File: src/hdl/rgbbp_pkg.sv
// Shared constants, register codes and the item type of the RGB-to-gray row packer.
// Used by every module of the block; depends on nothing.
package rgbbp_pkg;

	localparam int MAX_WIDTH = 4096;

	localparam int PIX_W  = 8;
	localparam int ROW_W  = 13;
	localparam int THR_W  = 8;
	localparam int COL_W  = $clog2(MAX_WIDTH);
	localparam int CMP_W  = (COL_W + 1 > ROW_W) ? COL_W + 1 : ROW_W;
	localparam int BPOS_W = 3;

	// Register codes of the configuration port
	localparam int CFG_IDX_W = 2;
	localparam logic [CFG_IDX_W-1:0] REG_ROW_WIDTH   = 2'd0;
	localparam logic [CFG_IDX_W-1:0] REG_GRAY_THRESH = 2'd1;
	localparam logic [CFG_IDX_W-1:0] REG_OUTPUT_MODE = 2'd2;

	localparam logic [ROW_W-1:0] ROW_WIDTH_RST   = 13'd1;
	localparam logic [THR_W-1:0] GRAY_THRESH_RST = 8'd128;
	localparam logic             MODE_PACKED     = 1'b0;
	localparam logic             MODE_GRAY       = 1'b1;

	// Luma weights and the reciprocal of 100: floor(x*41944 >> 22) == floor(x/100) for x < 43690
	localparam int SUM_W      = 15;
	localparam int RECIP_W    = 16;
	localparam int PROD_W     = SUM_W + RECIP_W;
	localparam int LUMA_SHIFT = 22;
	localparam logic [SUM_W-1:0]   LUMA_R     = 15'd30;
	localparam logic [SUM_W-1:0]   LUMA_G     = 15'd59;
	localparam logic [SUM_W-1:0]   LUMA_B     = 15'd11;
	localparam logic [RECIP_W-1:0] LUMA_RECIP = 16'd41944;

	// Queue between front and back
	localparam int QDEPTH = 4;
	localparam int QPTR_W = $clog2(QDEPTH);
	localparam int QCNT_W = $clog2(QDEPTH + 1);

	// Result queue of the back end
	localparam int ODEPTH = 2;
	localparam int OCNT_W = $clog2(ODEPTH + 1);

	localparam int PAD_W = 2;

	typedef struct packed {
		logic [PIX_W-1:0]  gray;
		logic [BPOS_W-1:0] bitpos;
		logic              row_end;
		logic              emit;
		logic              gray_mode;
	} item_t;

	typedef struct packed {
		logic [PIX_W-1:0] data;
		logic             done;
	} obeat_t;

endpackage

File: src/hdl/rgbbp_front.sv
// Front end: accepts pixels, tracks the column, classifies each pixel and computes its luma.
// Depends on rgbbp_pkg; feeds rgbbp_queue and takes credits back from it.
module rgbbp_front (
	input  logic                           clk,
	input  logic                           arst_n,
	input  logic                           push,
	output logic                           full,
	input  logic [rgbbp_pkg::PIX_W-1:0]    red,
	input  logic [rgbbp_pkg::PIX_W-1:0]    green,
	input  logic [rgbbp_pkg::PIX_W-1:0]    blue,
	input  logic [rgbbp_pkg::ROW_W-1:0]    row_width,
	input  logic                           output_mode,
	input  logic                           q_pop,
	output logic                           q_push,
	output rgbbp_pkg::item_t               q_item
);
	import rgbbp_pkg::*;

	logic              accept;
	logic [QCNT_W-1:0] occ_q;
	logic [COL_W-1:0]  col_q;
	logic [CMP_W-1:0]  col_inc;
	logic [CMP_W-1:0]  eff_width;
	logic              row_end;
	logic [SUM_W-1:0]  sum;
	logic [PROD_W-1:0] prod;

	logic              valid_s1;
	logic [SUM_W-1:0]  sum_s1;
	item_t             cls_s1;
	logic              valid_s2;
	item_t             item_s2;

	// Slots are reserved at accept, so the two stages never stall
	assign full   = (occ_q == QCNT_W'(QDEPTH));
	assign accept = push && !full;

	always_comb begin
		eff_width = CMP_W'(row_width);
		if (row_width == '0) begin
			eff_width = CMP_W'(1);
		end else if (CMP_W'(row_width) > CMP_W'(MAX_WIDTH)) begin
			eff_width = CMP_W'(MAX_WIDTH);
		end
	end

	assign col_inc = CMP_W'(col_q) + CMP_W'(1);
	assign row_end = (col_inc >= eff_width);

	assign sum = SUM_W'(red) * LUMA_R + SUM_W'(green) * LUMA_G + SUM_W'(blue) * LUMA_B;
	assign prod = PROD_W'(sum_s1) * PROD_W'(LUMA_RECIP);

	always_ff @(posedge clk or negedge arst_n) begin
		if (!arst_n) begin
			occ_q    <= '0;
			col_q    <= '0;
			valid_s1 <= 1'b0;
			valid_s2 <= 1'b0;
		end else begin
			case ({accept, q_pop})
				2'b10:   occ_q <= occ_q + QCNT_W'(1);
				2'b01:   occ_q <= occ_q - QCNT_W'(1);
				default: occ_q <= occ_q;
			endcase
			if (accept) begin
				col_q <= row_end ? '0 : col_inc[COL_W-1:0];
			end
			valid_s1 <= accept;
			valid_s2 <= valid_s1;
		end
	end

	always_ff @(posedge clk) begin
		if (accept) begin
			sum_s1           <= sum;
			cls_s1.gray      <= '0;
			cls_s1.bitpos    <= col_q[BPOS_W-1:0];
			cls_s1.row_end   <= row_end;
			cls_s1.gray_mode <= (output_mode == MODE_GRAY);
			cls_s1.emit      <= (output_mode == MODE_GRAY) || row_end
				|| (col_q[BPOS_W-1:0] == '1);
		end
		if (valid_s1) begin
			item_s2 <= '{gray:      prod[LUMA_SHIFT +: PIX_W],
			             bitpos:    cls_s1.bitpos,
			             row_end:   cls_s1.row_end,
			             emit:      cls_s1.emit,
			             gray_mode: cls_s1.gray_mode};
		end
	end

	assign q_push = valid_s2;
	assign q_item = item_s2;

	a_push_holds_credit: assert property (@(posedge clk) disable iff (!arst_n)
		accept |=> (occ_q != '0))
		else $error("credit lost after an accepted pixel");

endmodule

File: src/hdl/rgbbp_queue.sv
// Short queue of classified pixels between the front and back ends.
// Depends on rgbbp_pkg for the item type and depth.
module rgbbp_queue (
	input  logic             clk,
	input  logic             arst_n,
	input  logic             wr,
	input  rgbbp_pkg::item_t wr_item,
	input  logic             rd,
	output logic             rd_valid,
	output rgbbp_pkg::item_t rd_item
);
	import rgbbp_pkg::*;

	item_t             mem [QDEPTH];
	logic [QPTR_W-1:0] wptr_q;
	logic [QPTR_W-1:0] rptr_q;
	logic [QCNT_W-1:0] cnt_q;

	assign rd_valid = (cnt_q != '0);
	assign rd_item  = mem[rptr_q];

	always_ff @(posedge clk or negedge arst_n) begin
		if (!arst_n) begin
			wptr_q <= '0;
			rptr_q <= '0;
			cnt_q  <= '0;
		end else begin
			if (wr) begin
				wptr_q <= wptr_q + QPTR_W'(1);
			end
			if (rd) begin
				rptr_q <= rptr_q + QPTR_W'(1);
			end
			case ({wr, rd})
				2'b10:   cnt_q <= cnt_q + QCNT_W'(1);
				2'b01:   cnt_q <= cnt_q - QCNT_W'(1);
				default: cnt_q <= cnt_q;
			endcase
		end
	end

	always_ff @(posedge clk) begin
		if (wr) begin
			mem[wptr_q] <= wr_item;
		end
	end

endmodule

File: src/hdl/rgbbp_back.sv
// Back end: thresholds and packs bits or passes gray bytes, pads rows to four-byte multiples, queues result bytes.
// Depends on rgbbp_pkg; reads items from rgbbp_queue.
module rgbbp_back (
	input  logic                          clk,
	input  logic                          arst_n,
	input  logic [rgbbp_pkg::THR_W-1:0]   gray_threshold,
	input  logic                          q_valid,
	input  rgbbp_pkg::item_t              q_item,
	output logic                          q_pop,
	output logic                          empty,
	input  logic                          pop,
	output logic [rgbbp_pkg::PIX_W-1:0]   out_byte,
	output logic                          row_done
);
	import rgbbp_pkg::*;

	logic [PIX_W-1:0]  acc_q;
	logic [PAD_W-1:0]  rbc_q;
	logic [PAD_W-1:0]  pad_left_q;
	obeat_t            obuf [ODEPTH];
	logic              owptr_q;
	logic              orptr_q;
	logic [OCNT_W-1:0] ocnt_q;

	logic              out_room;
	logic              out_wr;
	obeat_t            out_beat;
	logic              out_rd;
	logic [PIX_W-1:0]  acc_or;
	logic [PIX_W-1:0]  data;
	logic [PAD_W-1:0]  rbc_new;
	logic [PAD_W-1:0]  pad;

	assign out_room = (ocnt_q != OCNT_W'(ODEPTH));
	assign out_rd   = pop && (ocnt_q != '0);

	always_comb begin
		acc_or = acc_q;
		if (q_item.gray >= gray_threshold) begin
			acc_or = acc_q | (8'h80 >> q_item.bitpos);
		end
		data    = q_item.gray_mode ? q_item.gray : acc_or;
		rbc_new = rbc_q + PAD_W'(q_item.emit);
		pad     = PAD_W'(0) - rbc_new;

		q_pop         = 1'b0;
		out_wr        = 1'b0;
		out_beat.data = '0;
		out_beat.done = 1'b0;
		if (pad_left_q != '0) begin
			// pad the row with zero bytes, last one flagged
			out_wr        = out_room;
			out_beat.done = (pad_left_q == PAD_W'(1));
		end else if (q_valid) begin
			q_pop         = !q_item.emit || out_room;
			out_wr        = q_item.emit && out_room;
			out_beat.data = data;
			out_beat.done = q_item.row_end && (pad == '0);
		end
	end

	always_ff @(posedge clk or negedge arst_n) begin
		if (!arst_n) begin
			acc_q      <= '0;
			rbc_q      <= '0;
			pad_left_q <= '0;
			owptr_q    <= 1'b0;
			orptr_q    <= 1'b0;
			ocnt_q     <= '0;
		end else begin
			if (pad_left_q != '0) begin
				if (out_room) begin
					pad_left_q <= pad_left_q - PAD_W'(1);
				end
			end else if (q_pop) begin
				acc_q      <= (q_item.emit || q_item.row_end) ? '0 : acc_or;
				rbc_q      <= q_item.row_end ? '0 : rbc_new;
				pad_left_q <= q_item.row_end ? pad : '0;
			end
			if (out_wr) begin
				owptr_q <= !owptr_q;
			end
			if (out_rd) begin
				orptr_q <= !orptr_q;
			end
			case ({out_wr, out_rd})
				2'b10:   ocnt_q <= ocnt_q + OCNT_W'(1);
				2'b01:   ocnt_q <= ocnt_q - OCNT_W'(1);
				default: ocnt_q <= ocnt_q;
			endcase
		end
	end

	always_ff @(posedge clk) begin
		if (out_wr) begin
			obuf[owptr_q] <= out_beat;
		end
	end

	assign empty    = (ocnt_q == '0);
	assign out_byte = obuf[orptr_q].data;
	assign row_done = obuf[orptr_q].done;

	a_no_pop_while_padding: assert property (@(posedge clk) disable iff (!arst_n)
		(pad_left_q != '0) |-> !q_pop)
		else $error("pixel taken while row padding is pending");

	a_row_closed: assert property (@(posedge clk) disable iff (!arst_n)
		(out_wr && out_beat.done) |=> (pad_left_q == '0) && (rbc_q == '0))
		else $error("row state not cleared after the final row beat");

	a_emit_written: assert property (@(posedge clk) disable iff (!arst_n)
		(q_pop && q_item.emit) |-> out_wr)
		else $error("emitting pixel consumed without a result beat");

endmodule

File: src/hdl/rgb_gray_binarize_row_packer.sv
// Top level of the RGB-to-gray converter with 1-bit threshold packing and row padding.
// Depends on rgbbp_pkg, rgbbp_front, rgbbp_queue and rgbbp_back.
//
// Takes one RGB pixel per clock while full is low, in row order, and delivers a stream of bytes:
// gray bytes (output_mode 1) or 1-bit pixels packed MSB first (output_mode 0), each row padded
// with zero bytes to a multiple of four and its last byte flagged by row_done. A pixel passes
// through the sum stage, the reciprocal multiply stage, the pixel queue and the result queue
// before it can be popped. Pixels are accepted at one per cycle as long as results are popped;
// the back end writes at most one byte per cycle into its two-entry result queue, so a row end
// holds the four-entry pixel queue while up to three padding bytes go out, and full rises if
// that backs up.
// Write configuration only while idle; row_width 0 acts as 1 and widths above 4096 saturate.
module rgb_gray_binarize_row_packer (
	input  logic                              clk,
	input  logic                              arst_n,
	input  logic                              push,
	output logic                              full,
	input  logic [rgbbp_pkg::PIX_W-1:0]       red,
	input  logic [rgbbp_pkg::PIX_W-1:0]       green,
	input  logic [rgbbp_pkg::PIX_W-1:0]       blue,
	output logic                              empty,
	input  logic                              pop,
	output logic [rgbbp_pkg::PIX_W-1:0]       out_byte,
	output logic                              row_done,
	input  logic                              cfg_write,
	input  logic [rgbbp_pkg::CFG_IDX_W-1:0]   cfg_index,
	input  logic [rgbbp_pkg::ROW_W-1:0]       cfg_data
);
	import rgbbp_pkg::*;

	logic [ROW_W-1:0] row_width_q;
	logic [THR_W-1:0] gray_threshold_q;
	logic             output_mode_q;

	logic  q_push;
	logic  q_pop;
	logic  q_valid;
	item_t q_wr_item;
	item_t q_rd_item;

	always_ff @(posedge clk or negedge arst_n) begin
		if (!arst_n) begin
			row_width_q      <= ROW_WIDTH_RST;
			gray_threshold_q <= GRAY_THRESH_RST;
			output_mode_q    <= MODE_PACKED;
		end else if (cfg_write) begin
			case (cfg_index)
				REG_ROW_WIDTH:   row_width_q      <= cfg_data;
				REG_GRAY_THRESH: gray_threshold_q <= cfg_data[THR_W-1:0];
				REG_OUTPUT_MODE: output_mode_q    <= cfg_data[0];
				default:         row_width_q      <= row_width_q;
			endcase
		end
	end

	rgbbp_front u_front (
		.clk         (clk),
		.arst_n      (arst_n),
		.push        (push),
		.full        (full),
		.red         (red),
		.green       (green),
		.blue        (blue),
		.row_width   (row_width_q),
		.output_mode (output_mode_q),
		.q_pop       (q_pop),
		.q_push      (q_push),
		.q_item      (q_wr_item)
	);

	rgbbp_queue u_queue (
		.clk      (clk),
		.arst_n   (arst_n),
		.wr       (q_push),
		.wr_item  (q_wr_item),
		.rd       (q_pop),
		.rd_valid (q_valid),
		.rd_item  (q_rd_item)
	);

	rgbbp_back u_back (
		.clk            (clk),
		.arst_n         (arst_n),
		.gray_threshold (gray_threshold_q),
		.q_valid        (q_valid),
		.q_item         (q_rd_item),
		.q_pop          (q_pop),
		.empty          (empty),
		.pop            (pop),
		.out_byte       (out_byte),
		.row_done       (row_done)
	);

endmodule
File: config.mk
export PLATFORM = sky130hd
export DESIGN_NAME = rgb_gray_binarize_row_packer
export DESIGN_NICKNAME = d
export VERILOG_FILES = /design/src/hdl/rgbbp_pkg.sv /design/src/hdl/rgbbp_front.sv /design/src/hdl/rgbbp_queue.sv /design/src/hdl/rgbbp_back.sv /design/src/hdl/rgb_gray_binarize_row_packer.sv
export SDC_FILE = /design/constraint.sdc
export NUM_CORES = 1
export LEC_CHECK = 0
export BUFFER_PORTS_ARGS = -buffer_cell sky130_fd_sc_hd__buf_4
export CAP_MARGIN = 30
export CORE_UTILIZATION = 64
export CTS_CLUSTER_SIZE = 30
export DETAILED_ROUTE_END_ITERATION = 12
export GPL_TIMING_DRIVEN = 0
export MAX_ROUTING_LAYER = met4
export PLACE_DENSITY = 0.79
export SKIP_CTS_REPAIR_TIMING = 1
export SLEW_MARGIN = 20
export SYNTH_ARGS = -nofsm -noshare
export SYNTH_HDL_FRONTEND = slang
export SYNTH_SLANG_ARGS = --single-unit
File: constraint.sdc
create_clock -name clk -period 6 [get_ports clk]
set_input_delay 1.2 -clock clk [delete_from_list [all_inputs] [get_ports clk]]
set_output_delay 1.2 -clock clk [all_outputs]
set_load 0.01 [all_outputs]
Word level (Yosys, flattened, before mapping)
Memories as Yosys holds them, arrays and structs flattened. Cells that the tools add are included.

$add $sub $neg: 14. $mul: 4. Magnitude comparators: 3. Eq/ne operators: 13. Shift operators: 1. Muxes and demuxes: 25. Bitwise gates (word level): 2. Reductions and logical operators: 28.

Operator list (number): $mux W8 (4); $mul A15 B13 Y27 const B (1); $mux W13 (2); $mul A8 B4 Y12 const B (2); $add A13 B14 Y15 (1); $add A15 B12 Y15 (1); $mul A8 B6 Y14 const B (1); $add A12 B1 Y13 const B (1); $ge A13 B13 Y1 (1); $gt A13 B13 Y1 const B (1); $logic_not A13 Y1 (1); $mux W12 (1); $pmux W3 S2 (2); $reduce_bool A2 Y1 (6); $eq A2 B1 Y1 const B (5); $mux W2 (5); $reduce_and A2 Y1 (5); $mux W1 (9); $mux W9 (1); $eq A2 B2 Y1 const B (4); $ge A8 B8 Y1 (1); $or A8 B8 Y8 (1); $shr A8 B3 Y8 const A (1); $add A2 B1 Y2 const B (3); other kinds (15) (30).

Flip-flop bits (word level): 97. RAM bits: 74. Input bits: 44. Memories: 2.

Memory list: u_queue.mem (words 4, bits a word 14, read ports 1, clocked after memory_dff 0, wr ports 1, line rgbbp_queue.sv:14) `item_t mem [QDEPTH];`; u_back.obuf (words 2, bits a word 9, read ports 1, clocked after memory_dff 0, wr ports 1, line rgbbp_back.sv:20) `obeat_t obuf [ODEPTH];`.

Logic depth before layout (Yosys ltp)
An unclocked memory read counts as a cell.

Depth in word-level cells: 7. Depth in mapped cells: 23. Depth with buffers taken out: 23.

Cells and area by module
From an unflattened synthesis, not the netlist that was laid out.

Cells, all modules: 1188. Area, all modules: 14033.5 µm².

By module, submodules not included: rgbbp_front (instances 1, cells each 861, area each 8879.8 µm², seq. area each 1476.4 µm²); rgbbp_queue (instances 1, cells each 108, area each 2446.1 µm², seq. area each 1856.8 µm²); rgbbp_back (instances 1, cells each 171, area each 1858.0 µm², seq. area each 940.9 µm²); rgb_gray_binarize_row_packer (instances 1, cells each 48, area each 849.6 µm², seq. area each 553.0 µm²).

Worst setup path after synthesis
Ideal clock, no wire load.

Kind: in2reg. Start: input port red[3] in the netlist's numbering. End: register u_front.sum_s1[13], data pin. Setup time: 0.266 ns. Data arrival time: 5.841 ns. Data required time: 5.734 ns. Setup slack: -0.107 ns. Stages on the path: 20. Path buffers: 0. Cell sequence: inv_1 -> fa_1 -> fa_1 -> inv_1 -> ha_1 -> nor2b_1 -> o21ai_0 -> nand2_1 -> xnor2_1 -> fa_1 -> fa_1 -> fa_1 -> inv_1 -> ha_1 -> a21oi_1 -> o21ai_0 -> a41o_1 -> o21ai_0 -> a21boi_0 -> xor2_1.

Word-level cells in the longest chain between the ends: 3.

RTL lines: start, declared (line rgb_gray_binarize_row_packer.sv:18) `input logic [rgbbp_pkg::PIX_W-1:0] red,`; $mul A8 B4 Y12 (line rgbbp_front.sv:50) `assign sum = SUM_W'(red) * LUMA_R + SUM_W'(green) * LUMA_G + SUM_W'(blue) * LUMA_B;`; $add A13 B14 Y15 (line rgbbp_front.sv:50); $add A15 B12 Y15 (line rgbbp_front.sv:50); via u_front.sum[13] (line rgbbp_front.sv:25) `logic [SUM_W-1:0] sum;`; end signal, assigned (line rgbbp_front.sv:75) `sum_s1 <= sum;`; end, declared (line rgbbp_front.sv:29) `logic [SUM_W-1:0] sum_s1;`.

The timed path passes the listed nets, and every way through them passes these cells. A chain may end at the register's enable or synchronous reset.

Worst setup path after layout
Start: input port red[1] in the netlist's numbering. End: register u_front.sum_s1[12], data pin.

Same word-level chain as after synthesis.

==> results.yml <==
outcome:
  status: "finished clean"
setup_path:
  cp_max_fo: 5
  cp-start-kind: "input port"
  crit_chain: "buf_4 -> fa_1 -> fa_1 -> ha_1 -> a21o_1 -> a21oi_4 -> o21ai_2 -> a21oi_2 -> buf_4 -> xnor2_1 -> ha_1 -> inv_1 -> fa_1 -> fa_1 -> inv_1 -> ha_4 -> a21o_1 -> a31o_2 -> a41oi_2 -> nor2b_4 -> xnor2_1"
  crit_buf_inv: 4
  cp_slowest_cell: "fa_1"
  required_ns: 6.18
  arrival_ns: 6.11
  crit_top_cell: "fa_1"
  path_delay_family: "adder cells"
  cp-end-kind: "flip-flop"
  crit_type: "input port to flip-flop"
  slowest_delay_ns: 0.59
synthesis:
  async_flop_share_pct: 36.26
  synth.avg_cell_area_sq_um: 12.05
  yosys_warnings: 0
  yosysTopAreaCell: "edfxtp_1"
  syn-num-nets: 1502
  netlist_area_sq_mm: 0.01363
  synth_edf_count: 109
  dominantRegCellSynth: "edfxtp_1"
  synth.area.top_cells: "edfxtp_1 (24%), fa_1 (20%), ha_1 (18%), dfrtp_1 (11%), inv_1 (6.9%)"
  synth_seq_cells: 171
  yosysSeqAreaShare_pct: 35.41
  synth_cells: 1131
  synth_top_area_share_pct: 24.01
  ys_types: 56
detailed_routing:
  detail_route.wl_per_cell_um: 17.53
  post_drt_via_cell_ratio: 5.600
  drt-initial-drc-count: 351
  drt_wl_total_um: 26210
  num_vias: 8372
  route.detailed.drc: 0
  ant_nets: 0
  firstDrtPassIters: 5
timing:
  tightestPinTransition_ns: 0.8209
  drv_slew: 0
  rsz0062_at_grt: "yes"
  hold_viol: 0
  slew_headroom_pct: 45.28
  fin_crit_sh_pct: 98.82
  final.min_clock_period_ns: 5.929
  fmaxAchievable_mhz: 168.7
  skew_ns: 0.01364
  finalSetupViolCount: 0
clock_tree:
  clockRootBuffer: "clkbuf_16"
  cts_tree: "built"
  insertion_delay_ns: 0.43
  path_clk_slew_ns: 0.07
  htreeDepth: 4
  clockBufferDepth: 2
  numCtsBuffers: 17
  cts_sinks: 171
placement:
  placed_cells: 1460
  port_buffers: 54
  gp_congestion: 0.8879
  detailed_place_hpwl_um: 19960
floorplanning:
  rows: 53
  die_h_um: 148.0
  io_pins: 55
  coreArea_sq_mm: 0.02096
  die_w_um: 148.0
  fp.dieArea_sq_mm: 0.02189
  start_util_pct: 65.06
grt:
  grt-ovfl-total: 0
  grtUsageTotal_pct: 26.01
  grt_max_degree: 63
  antenna_found_initial: 0
  first_global_vias: 8969
  grt_pass1_wl_um: 42590
run:
  maxCapViolCount: 0
finish:
  final_nets: 1578
  final_cell_mix: "inv_1 (247), ha_1 (185), fa_1 (133)"
  final_common_cell: "inv_1"
  instances_no_fill: 1495
  nFillCells: 1372
  drive_above_1_share_pct: 14.75
  area_delta_synth_final_pct: 11.29
  antenna_cells: 0
hold_path:
  min_path_type: "flip-flop to flip-flop"
-- logic make-up (layout without fill, tap and decap cells) --
kind of cell	count (synthesis)	in the layout	synth area share, %
AO/OA/AOI/OAI	119	119	5.855
XOR/XNOR	52	52	3.341
adder cells (fa/ha/maj)	327	327	37.39
buffers and inverters	262	351	7.232
flip-flops	171	171	35.41
multiplexers	56	56	5.690
AND/OR/NAND/NOR	144	144	5.084
-- per-stage QoR --
stage	TNS, ns	hold WS (ns)	utilization (%)	worst slack (ns)	instance area, sq um
2_1_floorplan	0	0.4003	-	0.02559	13660
3_3_place_gp	-1.567	0.4104	68.77	-0.4223	14410
3_5_place_dp	-2.153	0.4187	68.78	-0.5471	14410
4_1_cts	-0.2538	0.4423	71.53	-0.1009	14990
5_1_grt	-0.2629	0.4488	72.40	-0.1048	15170
6_report	0	0.4416	72.40	0.07087	15170
-- path summary, 6_finish.rpt --
| check | startpoint | endpoint | slack (ns) | cells after the start |
|---|---|---|---|---|
| worst min register to register | u_front.cls_s1[0]$_DFFE_PP_ | u_front.q_item[0]$_DFFE_PP_ | 0.44 | 0 |
| worst max register to register | u_front.sum_s1[8]$_DFFE_PP_ | u_front.q_item[12]$_DFFE_PP_ | 0.61 | 18 |
| min in group asynchronous | arst_n | u_back.owptr_q$_DFFE_PN0P_ | 0.85 | 1 |
| max in group asynchronous | arst_n | u_front.col_q[10]$_DFFE_PN0P_ | 4.59 | 1 |
| worst max-delay path | red[1] | u_front.sum_s1[12]$_DFFE_PP_ | 0.07 | 21 |
| worst min-delay path | u_front.cls_s1[0]$_DFFE_PP_ | u_front.q_item[0]$_DFFE_PP_ | 0.44 | 0 |
-- state kept, by name, indices dropped and copies added (netlist names), 2 cells and up --
| register | cells |
|---|---|
| gray_threshold_q | 8 |
| row_width_q | 13 |
| u_back.acc_q | 8 |
| u_back.obuf | 18 |
| u_back.ocnt_q | 2 |
| u_back.pad_left_q | 2 |
| u_back.rbc_q | 2 |
| u_front.cls_s1 | 6 |
| u_front.col_q | 12 |
| u_front.occ_q | 3 |
| u_front.q_item | 14 |
| u_front.sum_s1 | 15 |
| u_queue.cnt_q | 3 |
| u_queue.mem | 56 |
| u_queue.rptr_q | 2 |
| u_queue.wptr_q | 2 |
-- cells in the mapped netlist (all sizes together) (4+ instances only) --
cell type / instances
edfxtp: 109
a211oi: 4
inv: 251
ha: 193
nand2b: 7
nor2b: 8
and3: 4
o21a: 5
fa: 134
a21o: 18
mux2i: 10
nand3b: 4
clkbuf: 9
dfrtp: 60
o21ai: 33
nor2: 30
mux2: 32
nand2: 52
and2: 5
xor2: 19
a21oi: 23
nor3: 7
xnor2: 33
o22ai: 8
nand3: 11
mux4: 14
-- metal layers --
layer  track usage [%]  part of all wire, %  vias up
met2             45.87                   54      141
met5                 -                    0        -
met1             31.17                   42     4263
met4             8.557                  2.2        0
met3             2.932                  2.4       45
li1                  -                    -     3923
-- final cells by class --
cell class / count / area [sq um] / share of cell area, %
multi-input combinational: 698 / 8005 / 52.76
tap: 275 / 344.1 / 2.268
buffer: 11 / 45.04 / 0.2969
clock buffer: 17 / 425.4 / 2.804
inverter: 251 / 945.9 / 6.235
timing repair buffer: 57 / 427.9 / 2.820
clock inverter: 15 / 151.4 / 0.9979
sequential: 171 / 4827 / 31.82
Power is left out: the tool's default activity adds up to more than one toggle a clock period on the data nets, which glitch-free logic cannot reach.
